$ cat src/hw/rtl/input_event_to_evdev_serializer_defines.svh
// Assertion macros shared by the serializer RTL
`ifndef INPUT_EVENT_TO_EVDEV_SERIALIZER_DEFINES_SVH
`define INPUT_EVENT_TO_EVDEV_SERIALIZER_DEFINES_SVH

// Property checked on every clock edge outside reset
`define IEVS_ASSERT(lbl, prop, msg) \
   lbl: assert property (@(posedge clock) disable iff (reset) (prop)) else $error(msg);

// Condition that must never hold outside reset
`define IEVS_NEVER(lbl, cond, msg) \
   lbl: assert property (@(posedge clock) disable iff (reset) !(cond)) else $error(msg);

`endif

$ cat src/hw/rtl/ievs_pkg.sv
// Types and constants of the input event serializer
`default_nettype none

package ievs_pkg;

   localparam logic [7:0] EXT_PREFIX_CODE = 8'hE0;
   localparam logic [7:0] RELEASE_MASK    = 8'h80;
   localparam logic [7:0] KEY_INDEX_MASK  = 8'h7F;

   localparam int TYPE_W  = 5;
   localparam int CODE_W  = 10;
   localparam int VALUE_W = 32;

   localparam logic [TYPE_W-1:0] EV_SYN = 5'd0;
   localparam logic [TYPE_W-1:0] EV_KEY = 5'd1;
   localparam logic [TYPE_W-1:0] EV_REL = 5'd2;

   localparam logic [CODE_W-1:0] REL_X             = 10'd0;
   localparam logic [CODE_W-1:0] REL_Y             = 10'd1;
   localparam logic [CODE_W-1:0] REL_Z             = 10'd2;
   localparam logic [CODE_W-1:0] MOUSE_LEFT_CODE   = 10'h110;
   localparam logic [CODE_W-1:0] MOUSE_RIGHT_CODE  = 10'h111;
   localparam logic [CODE_W-1:0] MOUSE_MIDDLE_CODE = 10'h112;

   localparam int BIT_LEFT   = 0;
   localparam int BIT_RIGHT  = 1;
   localparam int BIT_MIDDLE = 2;

   localparam logic OPC_KEY   = 1'b0;
   localparam logic OPC_MOUSE = 1'b1;

   localparam int QUEUE_DEPTH = 2;
   localparam int PTR_W       = (QUEUE_DEPTH > 1) ? $clog2(QUEUE_DEPTH) : 1;
   localparam int CNT_W       = $clog2(QUEUE_DEPTH + 1);

   typedef struct packed {
      logic                      is_mouse;
      logic [7:0]                key_code;
      logic                      key_level;
      logic signed [VALUE_W-1:0] delta_x;
      logic signed [VALUE_W-1:0] delta_y;
      logic signed [VALUE_W-1:0] delta_wheel;
      logic [2:0]                change;
      logic [2:0]                levels;
   } cmd_type;

   typedef enum logic [2:0] {
      ST_FIRST,
      ST_REL_Y,
      ST_REL_Z,
      ST_LEFT_KEY,
      ST_MIDDLE_KEY,
      ST_RIGHT_KEY,
      ST_SYNC
   } step_type;

endpackage

`default_nettype wire

$ cat src/hw/rtl/ievs_front.sv
// Front end: accepts items, tracks prefix and button state, builds commands
`default_nettype none
`include "input_event_to_evdev_serializer_defines.svh"

module ievs_front (
   input  wire logic                               clock,
   input  wire logic                               reset,
   input  wire logic                               req_valid,
   output logic                                    req_ready,
   input  wire logic                               req_opcode,
   input  wire logic [7:0]                         req_scancode,
   input  wire logic signed [ievs_pkg::VALUE_W-1:0] req_delta_x,
   input  wire logic signed [ievs_pkg::VALUE_W-1:0] req_delta_y,
   input  wire logic signed [ievs_pkg::VALUE_W-1:0] req_delta_wheel,
   input  wire logic [2:0]                         req_button_levels,
   input  wire logic                               queue_full,
   output logic                                    push_valid,
   output ievs_pkg::cmd_type                       push_cmd
);
   import ievs_pkg::*;

   logic       extended_pending_ff, extended_pending_in;
   logic [2:0] held_buttons_ff, held_buttons_in;
   logic       accept;
   logic       is_prefix;

   always_comb begin
      req_ready = !queue_full;
      accept    = req_valid && req_ready;
      is_prefix = (req_opcode == OPC_KEY) && (req_scancode == EXT_PREFIX_CODE);
      push_valid = accept && !is_prefix;

      push_cmd.is_mouse    = (req_opcode == OPC_MOUSE);
      push_cmd.key_code    = (req_scancode & KEY_INDEX_MASK)
                             | {extended_pending_ff, 7'd0};
      push_cmd.key_level   = ((req_scancode & RELEASE_MASK) == 8'd0);
      push_cmd.delta_x     = req_delta_x;
      push_cmd.delta_y     = req_delta_y;
      push_cmd.delta_wheel = req_delta_wheel;
      push_cmd.change      = held_buttons_ff ^ req_button_levels;
      push_cmd.levels      = req_button_levels;
   end

   always_comb begin
      extended_pending_in = extended_pending_ff;
      held_buttons_in     = held_buttons_ff;
      if (accept) begin
         if (req_opcode == OPC_KEY) begin
            extended_pending_in = is_prefix;
         end else begin
            held_buttons_in = req_button_levels;
         end
      end
   end

   always_ff @(posedge clock) begin
      if (reset) begin
         extended_pending_ff <= 1'b0;
         held_buttons_ff     <= 3'd0;
      end else begin
         extended_pending_ff <= extended_pending_in;
         held_buttons_ff     <= held_buttons_in;
      end
   end

   `IEVS_ASSERT(a_prefix_arms, (accept && is_prefix) |=> extended_pending_ff, "prefix not armed")

endmodule

`default_nettype wire

$ cat src/hw/rtl/ievs_queue.sv
// Short command queue between front and back end
`default_nettype none
`include "input_event_to_evdev_serializer_defines.svh"

module ievs_queue (
   input  wire logic              clock,
   input  wire logic              reset,
   input  wire logic              push_valid,
   input  wire ievs_pkg::cmd_type push_cmd,
   output logic                   full,
   input  wire logic              pop,
   output logic                   head_valid,
   output ievs_pkg::cmd_type      head_cmd
);
   import ievs_pkg::*;

   cmd_type          mem_ff [QUEUE_DEPTH];
   logic [PTR_W-1:0] wr_ptr_ff, wr_ptr_in;
   logic [PTR_W-1:0] rd_ptr_ff, rd_ptr_in;
   logic [CNT_W-1:0] count_ff, count_in;

   always_comb begin
      full       = (count_ff == CNT_W'(QUEUE_DEPTH));
      head_valid = (count_ff != '0);
      head_cmd   = mem_ff[rd_ptr_ff];

      wr_ptr_in = wr_ptr_ff;
      rd_ptr_in = rd_ptr_ff;
      count_in  = count_ff;
      if (push_valid) begin
         wr_ptr_in = (wr_ptr_ff == PTR_W'(QUEUE_DEPTH - 1)) ? '0 : wr_ptr_ff + PTR_W'(1);
      end
      if (pop) begin
         rd_ptr_in = (rd_ptr_ff == PTR_W'(QUEUE_DEPTH - 1)) ? '0 : rd_ptr_ff + PTR_W'(1);
      end
      if (push_valid && !pop) begin
         count_in = count_ff + CNT_W'(1);
      end else if (pop && !push_valid) begin
         count_in = count_ff - CNT_W'(1);
      end
   end

   always_ff @(posedge clock) begin
      if (push_valid) begin
         mem_ff[wr_ptr_ff] <= push_cmd;
      end
   end

   always_ff @(posedge clock) begin
      if (reset) begin
         wr_ptr_ff <= '0;
         rd_ptr_ff <= '0;
         count_ff  <= '0;
      end else begin
         wr_ptr_ff <= wr_ptr_in;
         rd_ptr_ff <= rd_ptr_in;
         count_ff  <= count_in;
      end
   end

   `IEVS_NEVER(a_push_full, push_valid && full, "push into full queue")
   `IEVS_NEVER(a_pop_empty, pop && !head_valid, "pop from empty queue")

endmodule

`default_nettype wire

$ cat src/hw/rtl/ievs_back.sv
// Back end: expands one command into its event run through an output register
`default_nettype none
`include "input_event_to_evdev_serializer_defines.svh"

module ievs_back (
   input  wire logic                                clock,
   input  wire logic                                reset,
   input  wire logic                                head_valid,
   input  wire ievs_pkg::cmd_type                   head_cmd,
   output logic                                     pop,
   output logic                                     rsp_valid,
   input  wire logic                                rsp_ready,
   output logic [ievs_pkg::TYPE_W-1:0]              rsp_event_type,
   output logic [ievs_pkg::CODE_W-1:0]              rsp_event_code,
   output logic signed [ievs_pkg::VALUE_W-1:0]      rsp_event_value,
   output logic                                     rsp_last_of_run
);
   import ievs_pkg::*;

   step_type                  state_ff, state_in;
   logic                      rsp_valid_ff, rsp_valid_in;
   logic [TYPE_W-1:0]         type_ff, type_in;
   logic [CODE_W-1:0]         code_ff, code_in;
   logic signed [VALUE_W-1:0] value_ff, value_in;
   logic                      last_ff, last_in;
   logic                      advance;
   logic                      fire;

   always_comb begin
      advance = !rsp_valid_ff || rsp_ready;
      fire    = advance && head_valid;
      pop     = fire && (state_ff == ST_SYNC);
   end

   // next state
   always_comb begin
      state_in = state_ff;
      if (fire) begin
         case (state_ff)
            ST_FIRST:      state_in = head_cmd.is_mouse ? ST_REL_Y : ST_SYNC;
            ST_REL_Y:      state_in = ST_REL_Z;
            ST_REL_Z: begin
               if (head_cmd.change[BIT_LEFT]) begin
                  state_in = ST_LEFT_KEY;
               end else if (head_cmd.change[BIT_MIDDLE]) begin
                  state_in = ST_MIDDLE_KEY;
               end else if (head_cmd.change[BIT_RIGHT]) begin
                  state_in = ST_RIGHT_KEY;
               end else begin
                  state_in = ST_SYNC;
               end
            end
            ST_LEFT_KEY: begin
               if (head_cmd.change[BIT_MIDDLE]) begin
                  state_in = ST_MIDDLE_KEY;
               end else if (head_cmd.change[BIT_RIGHT]) begin
                  state_in = ST_RIGHT_KEY;
               end else begin
                  state_in = ST_SYNC;
               end
            end
            ST_MIDDLE_KEY: state_in = head_cmd.change[BIT_RIGHT] ? ST_RIGHT_KEY : ST_SYNC;
            ST_RIGHT_KEY:  state_in = ST_SYNC;
            ST_SYNC:       state_in = ST_FIRST;
            default:       state_in = ST_FIRST;
         endcase
      end
   end

   // event for the current step
   always_comb begin
      type_in  = EV_SYN;
      code_in  = '0;
      value_in = '0;
      last_in  = 1'b0;
      case (state_ff)
         ST_FIRST: begin
            if (head_cmd.is_mouse) begin
               type_in  = EV_REL;
               code_in  = REL_X;
               value_in = head_cmd.delta_x;
            end else begin
               type_in  = EV_KEY;
               code_in  = {2'b00, head_cmd.key_code};
               value_in = {31'd0, head_cmd.key_level};
            end
         end
         ST_REL_Y: begin
            type_in  = EV_REL;
            code_in  = REL_Y;
            value_in = head_cmd.delta_y;
         end
         ST_REL_Z: begin
            type_in  = EV_REL;
            code_in  = REL_Z;
            value_in = head_cmd.delta_wheel;
         end
         ST_LEFT_KEY: begin
            type_in  = EV_KEY;
            code_in  = MOUSE_LEFT_CODE;
            value_in = {31'd0, head_cmd.levels[BIT_LEFT]};
         end
         ST_MIDDLE_KEY: begin
            type_in  = EV_KEY;
            code_in  = MOUSE_MIDDLE_CODE;
            value_in = {31'd0, head_cmd.levels[BIT_MIDDLE]};
         end
         ST_RIGHT_KEY: begin
            type_in  = EV_KEY;
            code_in  = MOUSE_RIGHT_CODE;
            value_in = {31'd0, head_cmd.levels[BIT_RIGHT]};
         end
         ST_SYNC: begin
            last_in = 1'b1;
         end
         default: begin
            type_in = EV_SYN;
         end
      endcase
      rsp_valid_in = advance ? head_valid : rsp_valid_ff;
   end

   always_ff @(posedge clock) begin
      if (reset) begin
         state_ff     <= ST_FIRST;
         rsp_valid_ff <= 1'b0;
      end else begin
         state_ff     <= state_in;
         rsp_valid_ff <= rsp_valid_in;
      end
   end

   always_ff @(posedge clock) begin
      if (fire) begin
         type_ff  <= type_in;
         code_ff  <= code_in;
         value_ff <= value_in;
         last_ff  <= last_in;
      end
   end

   assign rsp_valid       = rsp_valid_ff;
   assign rsp_event_type  = type_ff;
   assign rsp_event_code  = code_ff;
   assign rsp_event_value = value_ff;
   assign rsp_last_of_run = last_ff;

   `IEVS_ASSERT(a_last_is_sync, (rsp_valid_ff && last_ff) |-> (type_ff == EV_SYN), "last not sync")
   `IEVS_ASSERT(a_run_restarts, pop |=> (state_ff == ST_FIRST), "run did not restart")

endmodule

`default_nettype wire

$ cat src/hw/rtl/input_event_to_evdev_serializer.sv
// Input event serializer: keyboard scancodes and mouse reports to evdev events
//
// Input channel (req_*): one keyboard scancode or mouse report per transfer.
// Output channel (rsp_*): one evdev event (type, code, value) per transfer;
// rsp_last_of_run marks the closing sync event of each run.
// A key item gives two events (key, sync); a 0xE0 prefix gives none and only
// offsets the next key code by 128. A mouse item gives relative X, Y, wheel,
// one key event per changed button (left, middle, right), then sync: 4 to 7.
// The first event of an item passes the command queue and then the output
// register on its way to rsp. Throughput: one event per cycle while rsp_ready
// is high and a command is queued, set by the single output register.
// A two-entry command queue sits between the front end and the event
// sequencer, so new items are taken while an earlier run is still emitted.
// When the receiver stalls, the output register holds its event, the queue
// fills, and req_ready drops once both entries are in use.
// Reset (synchronous) clears the pending prefix, the held button levels,
// the queue, the sequencer state and the valid flag of the output register.
`default_nettype none

module input_event_to_evdev_serializer (
   input  wire logic                                clock,
   input  wire logic                                reset,
   input  wire logic                                req_valid,
   output logic                                     req_ready,
   input  wire logic                                req_opcode,
   input  wire logic [7:0]                          req_scancode,
   input  wire logic signed [ievs_pkg::VALUE_W-1:0] req_delta_x,
   input  wire logic signed [ievs_pkg::VALUE_W-1:0] req_delta_y,
   input  wire logic signed [ievs_pkg::VALUE_W-1:0] req_delta_wheel,
   input  wire logic [2:0]                          req_button_levels,
   output logic                                     rsp_valid,
   input  wire logic                                rsp_ready,
   output logic [ievs_pkg::TYPE_W-1:0]              rsp_event_type,
   output logic [ievs_pkg::CODE_W-1:0]              rsp_event_code,
   output logic signed [ievs_pkg::VALUE_W-1:0]      rsp_event_value,
   output logic                                     rsp_last_of_run
);
   import ievs_pkg::*;

   logic    push_valid;
   cmd_type push_cmd;
   logic    queue_full;
   logic    pop;
   logic    head_valid;
   cmd_type head_cmd;

   ievs_front u_front (
      .clock             (clock),
      .reset             (reset),
      .req_valid         (req_valid),
      .req_ready         (req_ready),
      .req_opcode        (req_opcode),
      .req_scancode      (req_scancode),
      .req_delta_x       (req_delta_x),
      .req_delta_y       (req_delta_y),
      .req_delta_wheel   (req_delta_wheel),
      .req_button_levels (req_button_levels),
      .queue_full        (queue_full),
      .push_valid        (push_valid),
      .push_cmd          (push_cmd)
   );

   ievs_queue u_queue (
      .clock      (clock),
      .reset      (reset),
      .push_valid (push_valid),
      .push_cmd   (push_cmd),
      .full       (queue_full),
      .pop        (pop),
      .head_valid (head_valid),
      .head_cmd   (head_cmd)
   );

   ievs_back u_back (
      .clock           (clock),
      .reset           (reset),
      .head_valid      (head_valid),
      .head_cmd        (head_cmd),
      .pop             (pop),
      .rsp_valid       (rsp_valid),
      .rsp_ready       (rsp_ready),
      .rsp_event_type  (rsp_event_type),
      .rsp_event_code  (rsp_event_code),
      .rsp_event_value (rsp_event_value),
      .rsp_last_of_run (rsp_last_of_run)
   );

endmodule

`default_nettype wire

$ cat config.mk
export PLATFORM = sky130hd
export DESIGN_NAME = input_event_to_evdev_serializer
export DESIGN_NICKNAME = d
export VERILOG_FILES = /design/src/hw/rtl/ievs_pkg.sv /design/src/hw/rtl/ievs_front.sv /design/src/hw/rtl/ievs_queue.sv /design/src/hw/rtl/ievs_back.sv /design/src/hw/rtl/input_event_to_evdev_serializer.sv
export VERILOG_INCLUDE_DIRS = /design/src /design/src/hw/rtl
export SDC_FILE = /design/constraint.sdc
export NUM_CORES = 1
export LEC_CHECK = 0
export ABC_AREA = 0
export BUFFER_PORTS_ARGS = -buffer_cell sky130_fd_sc_hd__buf_4
export CAP_MARGIN = 30
export CELL_PAD_IN_SITES_DETAIL_PLACEMENT = 0
export CELL_PAD_IN_SITES_GLOBAL_PLACEMENT = 2
export CORE_AREA = 8 8 160 162
export CTS_CLUSTER_DIAMETER = 60
export DETAILED_ROUTE_END_ITERATION = 7
export DIE_AREA = 0 0 168 170
export PLACE_DENSITY = 0.9
export REMOVE_ABC_BUFFERS = 1
export SLEW_MARGIN = 15
export SYNTH_ARGS = -nofsm -noshare
export SYNTH_HDL_FRONTEND = slang
export SYNTH_SLANG_ARGS = --single-unit
$ cat constraint.sdc
create_clock -name clock -period 13.9 [get_ports clock]
set_input_delay 2.085 -clock clock [delete_from_list [all_inputs] [get_ports clock]]
set_output_delay 2.085 -clock clock [all_outputs]
set_load 0.02 [all_outputs]
# --- Word level (Yosys, flattened, before mapping) ---
# Memory sizes are Yosys's and may differ from the RTL's. A register that Yosys moved wholly into a read port is not among the register bits.
# Cells that the tools add are included.
op_classes:
  n_reduce_logical: 21
  muxes: 20
  n_addsub: 4
  bitwise_logic: 3
  eq_ne: 8
ops:
  columns: ["op", "count"]
  rows:
  - ["32-bit case mux with 6 select lines", 1]
  - ["10-bit case mux with 6 select lines", 1]
  - ["32-bit 2-to-1 mux", 1]
  - ["3-bit case mux with 6 select lines", 1]
  - ["5-bit case mux with 3 select lines", 1]
  - ["2-bit 2-to-1 mux", 5]
  - ["3-bit == test, second input constant", 3]
  - ["8-bit == test, second input constant", 1]
  - ["8-bit logical NOT", 1]
  - ["8-bit 2-to-1 mux", 1]
  - ["7-bit by 8-bit bitwise OR with 8-bit output", 1]
  - ["1-bit logical AND", 7]
  - ["1-bit 2-to-1 mux", 7]
  - ["3-bit by 2-bit == test with 1-bit output, second input constant", 2]
  - ["3-bit 2-to-1 mux", 2]
  - ["1-bit logical NOT", 5]
  - ["2-bit AND reduction", 2]
  - ["2-bit nonzero test", 2]
  - ["3-bit by 1-bit == test with 1-bit output, second input constant", 1]
  - ["3-bit logical NOT", 1]
  - ["3-bit OR reduction", 1]
  - ["3-bit bitwise XOR", 1]
  - ["1-bit adder, second input constant", 2]
  - ["2-bit by 1-bit adder with 2-bit output, second input constant", 1]
  - ["other kinds (5)", 5]
totals:
  ram_bits: 224
  out_inout_bits: 50
  regBits: 60
  word_cells: 68
  n_memories: 1
  in_bits: 112
mem_list:
  columns: ["memory", "words", "width", "rd", "rd_clocked_by_memory_dff", "write_ports", "line_no", "rtl"]
  rows:
  - ["u_queue.mem_ff", 2, 112, 1, 1, 1, "ievs_queue.sv:17", "cmd_type mem_ff [QUEUE_DEPTH];"]

# --- Logic depth before layout (Yosys ltp) ---
depth:
  ltp_word: 8
  ltp_mapped: 8
  mapped_depth_nobuf: 7

# --- Hierarchy ---
# From an unflattened synthesis, not the netlist that was laid out.
hier_totals:
  cells_unflattened: 686
  hier_area_um2: 11695.0
modules_own_cells:
  columns: ["module", "cells_per_inst", "area_each_um2", "seq_area_each_um2", "n_inst"]
  rows:
  - ["ievs_queue", 370, 8308.0, 6826.5, 1]
  - ["ievs_back", 186, 2351.0, 1401.3, 1]
  - ["ievs_front", 130, 1036.0, 80.1, 1]

# --- Least setup slack after synthesis ---
# Ideal clock, no wire load.
synth_timing:
  path_kind: "in2reg"
  start: "input port req_scancode[4]"
  end: "memory u_queue.mem_ff[0][0] (netlist name) (enable)"
  required_ns: 13.315
  setup_slack_ns: 6.268
  arrival_time_ns: 7.048
  n_path_buf: 0
  setup_time_ns: 0.585
  path_stages: 3
  cell_sequence: "nand4b_1 > o311ai_2 > nor2_1"
synth_via:
  elab_chain_len: 6
synth_lines:
  columns: ["item", "line_no", "rtl"]
  rows:
  - ["start: declaration", "input_event_to_evdev_serializer.sv:26", "input wire logic [7:0] req_scancode,"]
  - ["8-bit == test", "ievs_front.sv:30", "is_prefix = (req_opcode == OPC_KEY) && (req_scancode == EXT_PREFIX_CODE);"]
  - ["1-bit logical AND", "ievs_front.sv:30", null]
  - ["1-bit logical NOT", "ievs_front.sv:31", "push_valid = accept && !is_prefix;"]
  - ["1-bit logical AND", "ievs_front.sv:31", null]
  - ["1-bit 2-to-1 mux", "ievs_queue.sv:44", "if (push_valid) begin"]
  - ["1-bit 2-to-1 mux (not written as such)", "ievs_queue.sv:45", "mem_ff[wr_ptr_ff] <= push_cmd;"]
  - ["end: declaration", "ievs_queue.sv:17", null]
# No other way between the ends.

# --- Worst setup path in the final report ---
layout_timing:
  start: "input port req_scancode[1]"
  end: "memory u_queue.mem_ff[0][109] (netlist name) (enable)"
# Same word-level chain as after synthesis.

==> impl_metrics.json <==
{
  "areaGrowthSynthToFinish_pct": 25.71,
  "drt_pass1_iterations": 8,
  "drt-total-wl_mm": 22.07,
  "dpl_worst_slack_ps": 9154,
  "tightest_slew_ps": 820.6,
  "grt_usage_pct": 14.88,
  "hold_path_class": "reg2reg",
  "pin_count": 162,
  "finalClockSkew_ps": 14.56,
  "p_int_mw": 1.740,
  "synth_area_per_cell_um2": 19.56,
  "rsz0062_at_grt": "no",
  "root_buffer": "clkbuf_16",
  "setup_slack_ps": 9756,
  "hold_ws_ps": 508.6,
  "fin_area_um2": 12790,
  "dp_cells": 947,
  "worstSetupStartpoint": "req_scancode[1]",
  "clock_path_buffers": 3,
  "synth_top_cell_by_area": "edfxtp_1",
  "cts_made_buffers": 29,
  "cts.sinks": 281,
  "synthesis.instances": 520,
  "htreeDepth": 1,
  "synth_area_um2": 10170,
  "num_vias": 5563,
  "final_net_count": 803,
  "antenna_found_initial": 1,
  "setup-violations-final": 0,
  "hold_buffers": 0,
  "antenna_cells": 0,
  "synth.most_common_cell": "edfxtp_1",
  "rr_startpoint": "u_queue.count_ff[0]$_SDFFE_PP0P_",
  "drv_slew": 0,
  "leakage_nw": 4.746,
  "synth-edff-count": 268,
  "drcViolationCount": 1,
  "cp_common_cell": "buf_4",
  "die_h_um": 170,
  "min_period_ps": 4144,
  "crit_arrival_ps": 4390,
  "worst-path-max-fanout": 55,
  "synth_top_area_share_pct": 79.11,
  "insertion_delay_ps": 540,
  "grt_pass1_wl_mm": 33.04,
  "synth-seq-area-share_pct": 81.67,
  "violations": "DRC",
  "ys_warn_count": 0,
  "post-route-period-util_pct": 29.82,
  "grt_pass1_vias": 5889,
  "hp-start": "u_front.extended_pending_ff$_SDFFE_PP0P_",
  "hpwl_mm": 13.86,
  "place_area_um2": 11720,
  "synthTopCellsByArea": "edfxtp_1 79%, a222oi_1 6.1%, mux2i_1 4.5%",
  "fmax_ghz": 0.2413,
  "crit_chain": "buf_4 > or4_1 > o311ai_2 > nor2_4 > buf_12 > buf_4 > buf_16",
  "synth_flop_cell": "edfxtp_1",
  "postCtsResizedCells": 0,
  "drive_gt1_share_pct": 33.38,
  "p_sw_share_pct": 27.03,
  "die_w_um": 168,
  "cp-end-kind": "flip-flop",
  "start_util_pct": 44.13,
  "pwr-share-clk_pct": 33.7,
  "powerDensity_nw_per_um2": 186.5,
  "slowest_delay_ps": 600,
  "status": "finished, violations left",
  "synth.top_cells.by_count": "268 x edfxtp_1, 62 x a222oi_1, 46 x mux2i_1, 18 x nor2_1, 15 x clkbuf_1",
  "synth-seq-cells": 281,
  "synth_cell_types": 47,
  "rows": 56,
  "viasPerCell": 5.546,
  "p_switching_uw": 644.7,
  "critical_path_class": "in2reg",
  "drt_iter0_drc": 529,
  "drv_cap": 0,
  "gp_congestion": 0.7863,
  "hold_viol_final": 0,
  "crit_required_ps": 14140,
  "clk_pin_slew_ps": 60,
  "slew_headroom_pct": 45.29,
  "dieArea_um2": 28560,
  "p_seq_share_pct": 47.3,
  "io_buffers": 157,
  "async_reset_ff_share_pct": 0,
  "r2r_slack_ps": 11280,
  "final_cells": 1003,
  "postRouteAntennaNets": 0,
  "grt_max_degree": 75,
  "pwr-share-comb_pct": 19.0,
  "start_kind": "input pin",
  "post_drt_wl_per_cell_um": 22.00,
  "setup_tns_ps": 0,
  "core_area_um2": 23050,
  "post-cts-setup-buffers": 0,
  "ir_drop_mv": 0.1701,
  "tritoncts": "done",
  "grt_overflow_total": 0,
  "cp_slowest_cell": "o311ai_2"
}
[worst max-delay path: cells and delay by family]
kind	cells	cell delay (ps)
and+or+nand+nor	2	800
buffers and inverters	4	820
AOI/OAI and AO/OA	1	600
[sequential cells by signal, indices dropped and copies added (netlist names), named ones only]
name and flops:
u_back.rsp_event_code 9, u_queue.count_ff 2, u_back.rsp_last_of_run 1, u_queue.mem_ff 224, u_back.state_ff 3, u_queue.wr_ptr_ff 1
u_back.rsp_event_value 32, u_back.rsp_event_type 2, u_front.extended_pending_ff 1, u_back.rsp_valid 1, u_queue.rd_ptr_ff 1, u_front.held_buttons_ff 3
[power by group through the flow]
stage,logic (mW),clock network (mW),registers [mW]
after floorplan,0.208,0,1.20
after global placement,0.434,0,1.14
after detailed placement,0.453,0,1.15
after CTS,0.454,0.820,1.13
after global routing,0.493,0.847,1.14
final,0.453,0.804,1.13
[cell type report]
cell class	instances	area (um^2)
repair buffers	171	1369
inverters	8	30.03
clock buffers	30	729.5
fillers	1730	10260
flip-flops and latches	281	8308
well taps	290	362.8
clock inverters	24	282.8
multi-input cells	199	1705
[per-layer routing]
metal  routed length [um]  share of wire, %  GRT usage (%)  up-vias
met5                   13             0.059              0        -
met4                  434               2.0          3.804        2
met3                 1559               7.1          3.753       36
met2                10910                49          25.35      221
met1                 9148                41          18.78     2774
li1                     -                 -              -     2530
[placed cells by master, fill, tap and decap left out, types with 3 or more instances in the layout]
master      instances
edfxtp_1          268
buf_4             165
a222oi_1           62
mux2i_1            46
clkbuf_16          29
nor2_1             16
dfxtp_1            13
a21oi_1             8
o21ai_0             7
clkinv_2            7
inv_1               6
nand2_1             5
xor2_1              5
bufinv_16           5
nand2b_1            4
conb_1              4
inv_6               4
clkinvlp_4          4
nor2b_1             3
mux2_2              3
buf_12              3
[worst paths after layout]
check	endpoint	depth (start not counted)
worst max-delay path	u_queue.mem_ff[0][109]$_DFFE_PP_	7
worst min register to register	u_queue.mem_ff[0][110]$_DFFE_PP_	0
worst min-delay path	u_queue.mem_ff[0][110]$_DFFE_PP_	0
worst max register to register	u_queue.mem_ff[0][109]$_DFFE_PP_	6
[cell families (layout without fill, tap and decap cells)]
kind of cell / after synthesis / count (layout) / share of synthesized area (%)
AO/OA/AOI/OAI: 91 / 91 / 8.069
XOR/XNOR: 7 / 7 / 0.6027
adder cells (fa/ha/maj): 1 / 1 / 0.1230
buffers and inverters: 43 / 233 / 2.005
flip-flops: 281 / 281 / 81.67
multiplexers: 50 / 50 / 5.006
other: 1 / 4 / 0.03686
AND/OR/NAND/NOR: 46 / 46 / 2.484
[through the flow]
stage          power [mW]  util (%)
5_1_grt             2.478     55.47
3_3_place_gp        1.577     50.48
2_1_floorplan       1.408         -
4_1_cts             2.405     55.23
6_report            2.385     55.47
3_5_place_dp        1.600     50.84
No activity file was read; power rests on OpenSTA's default activity.
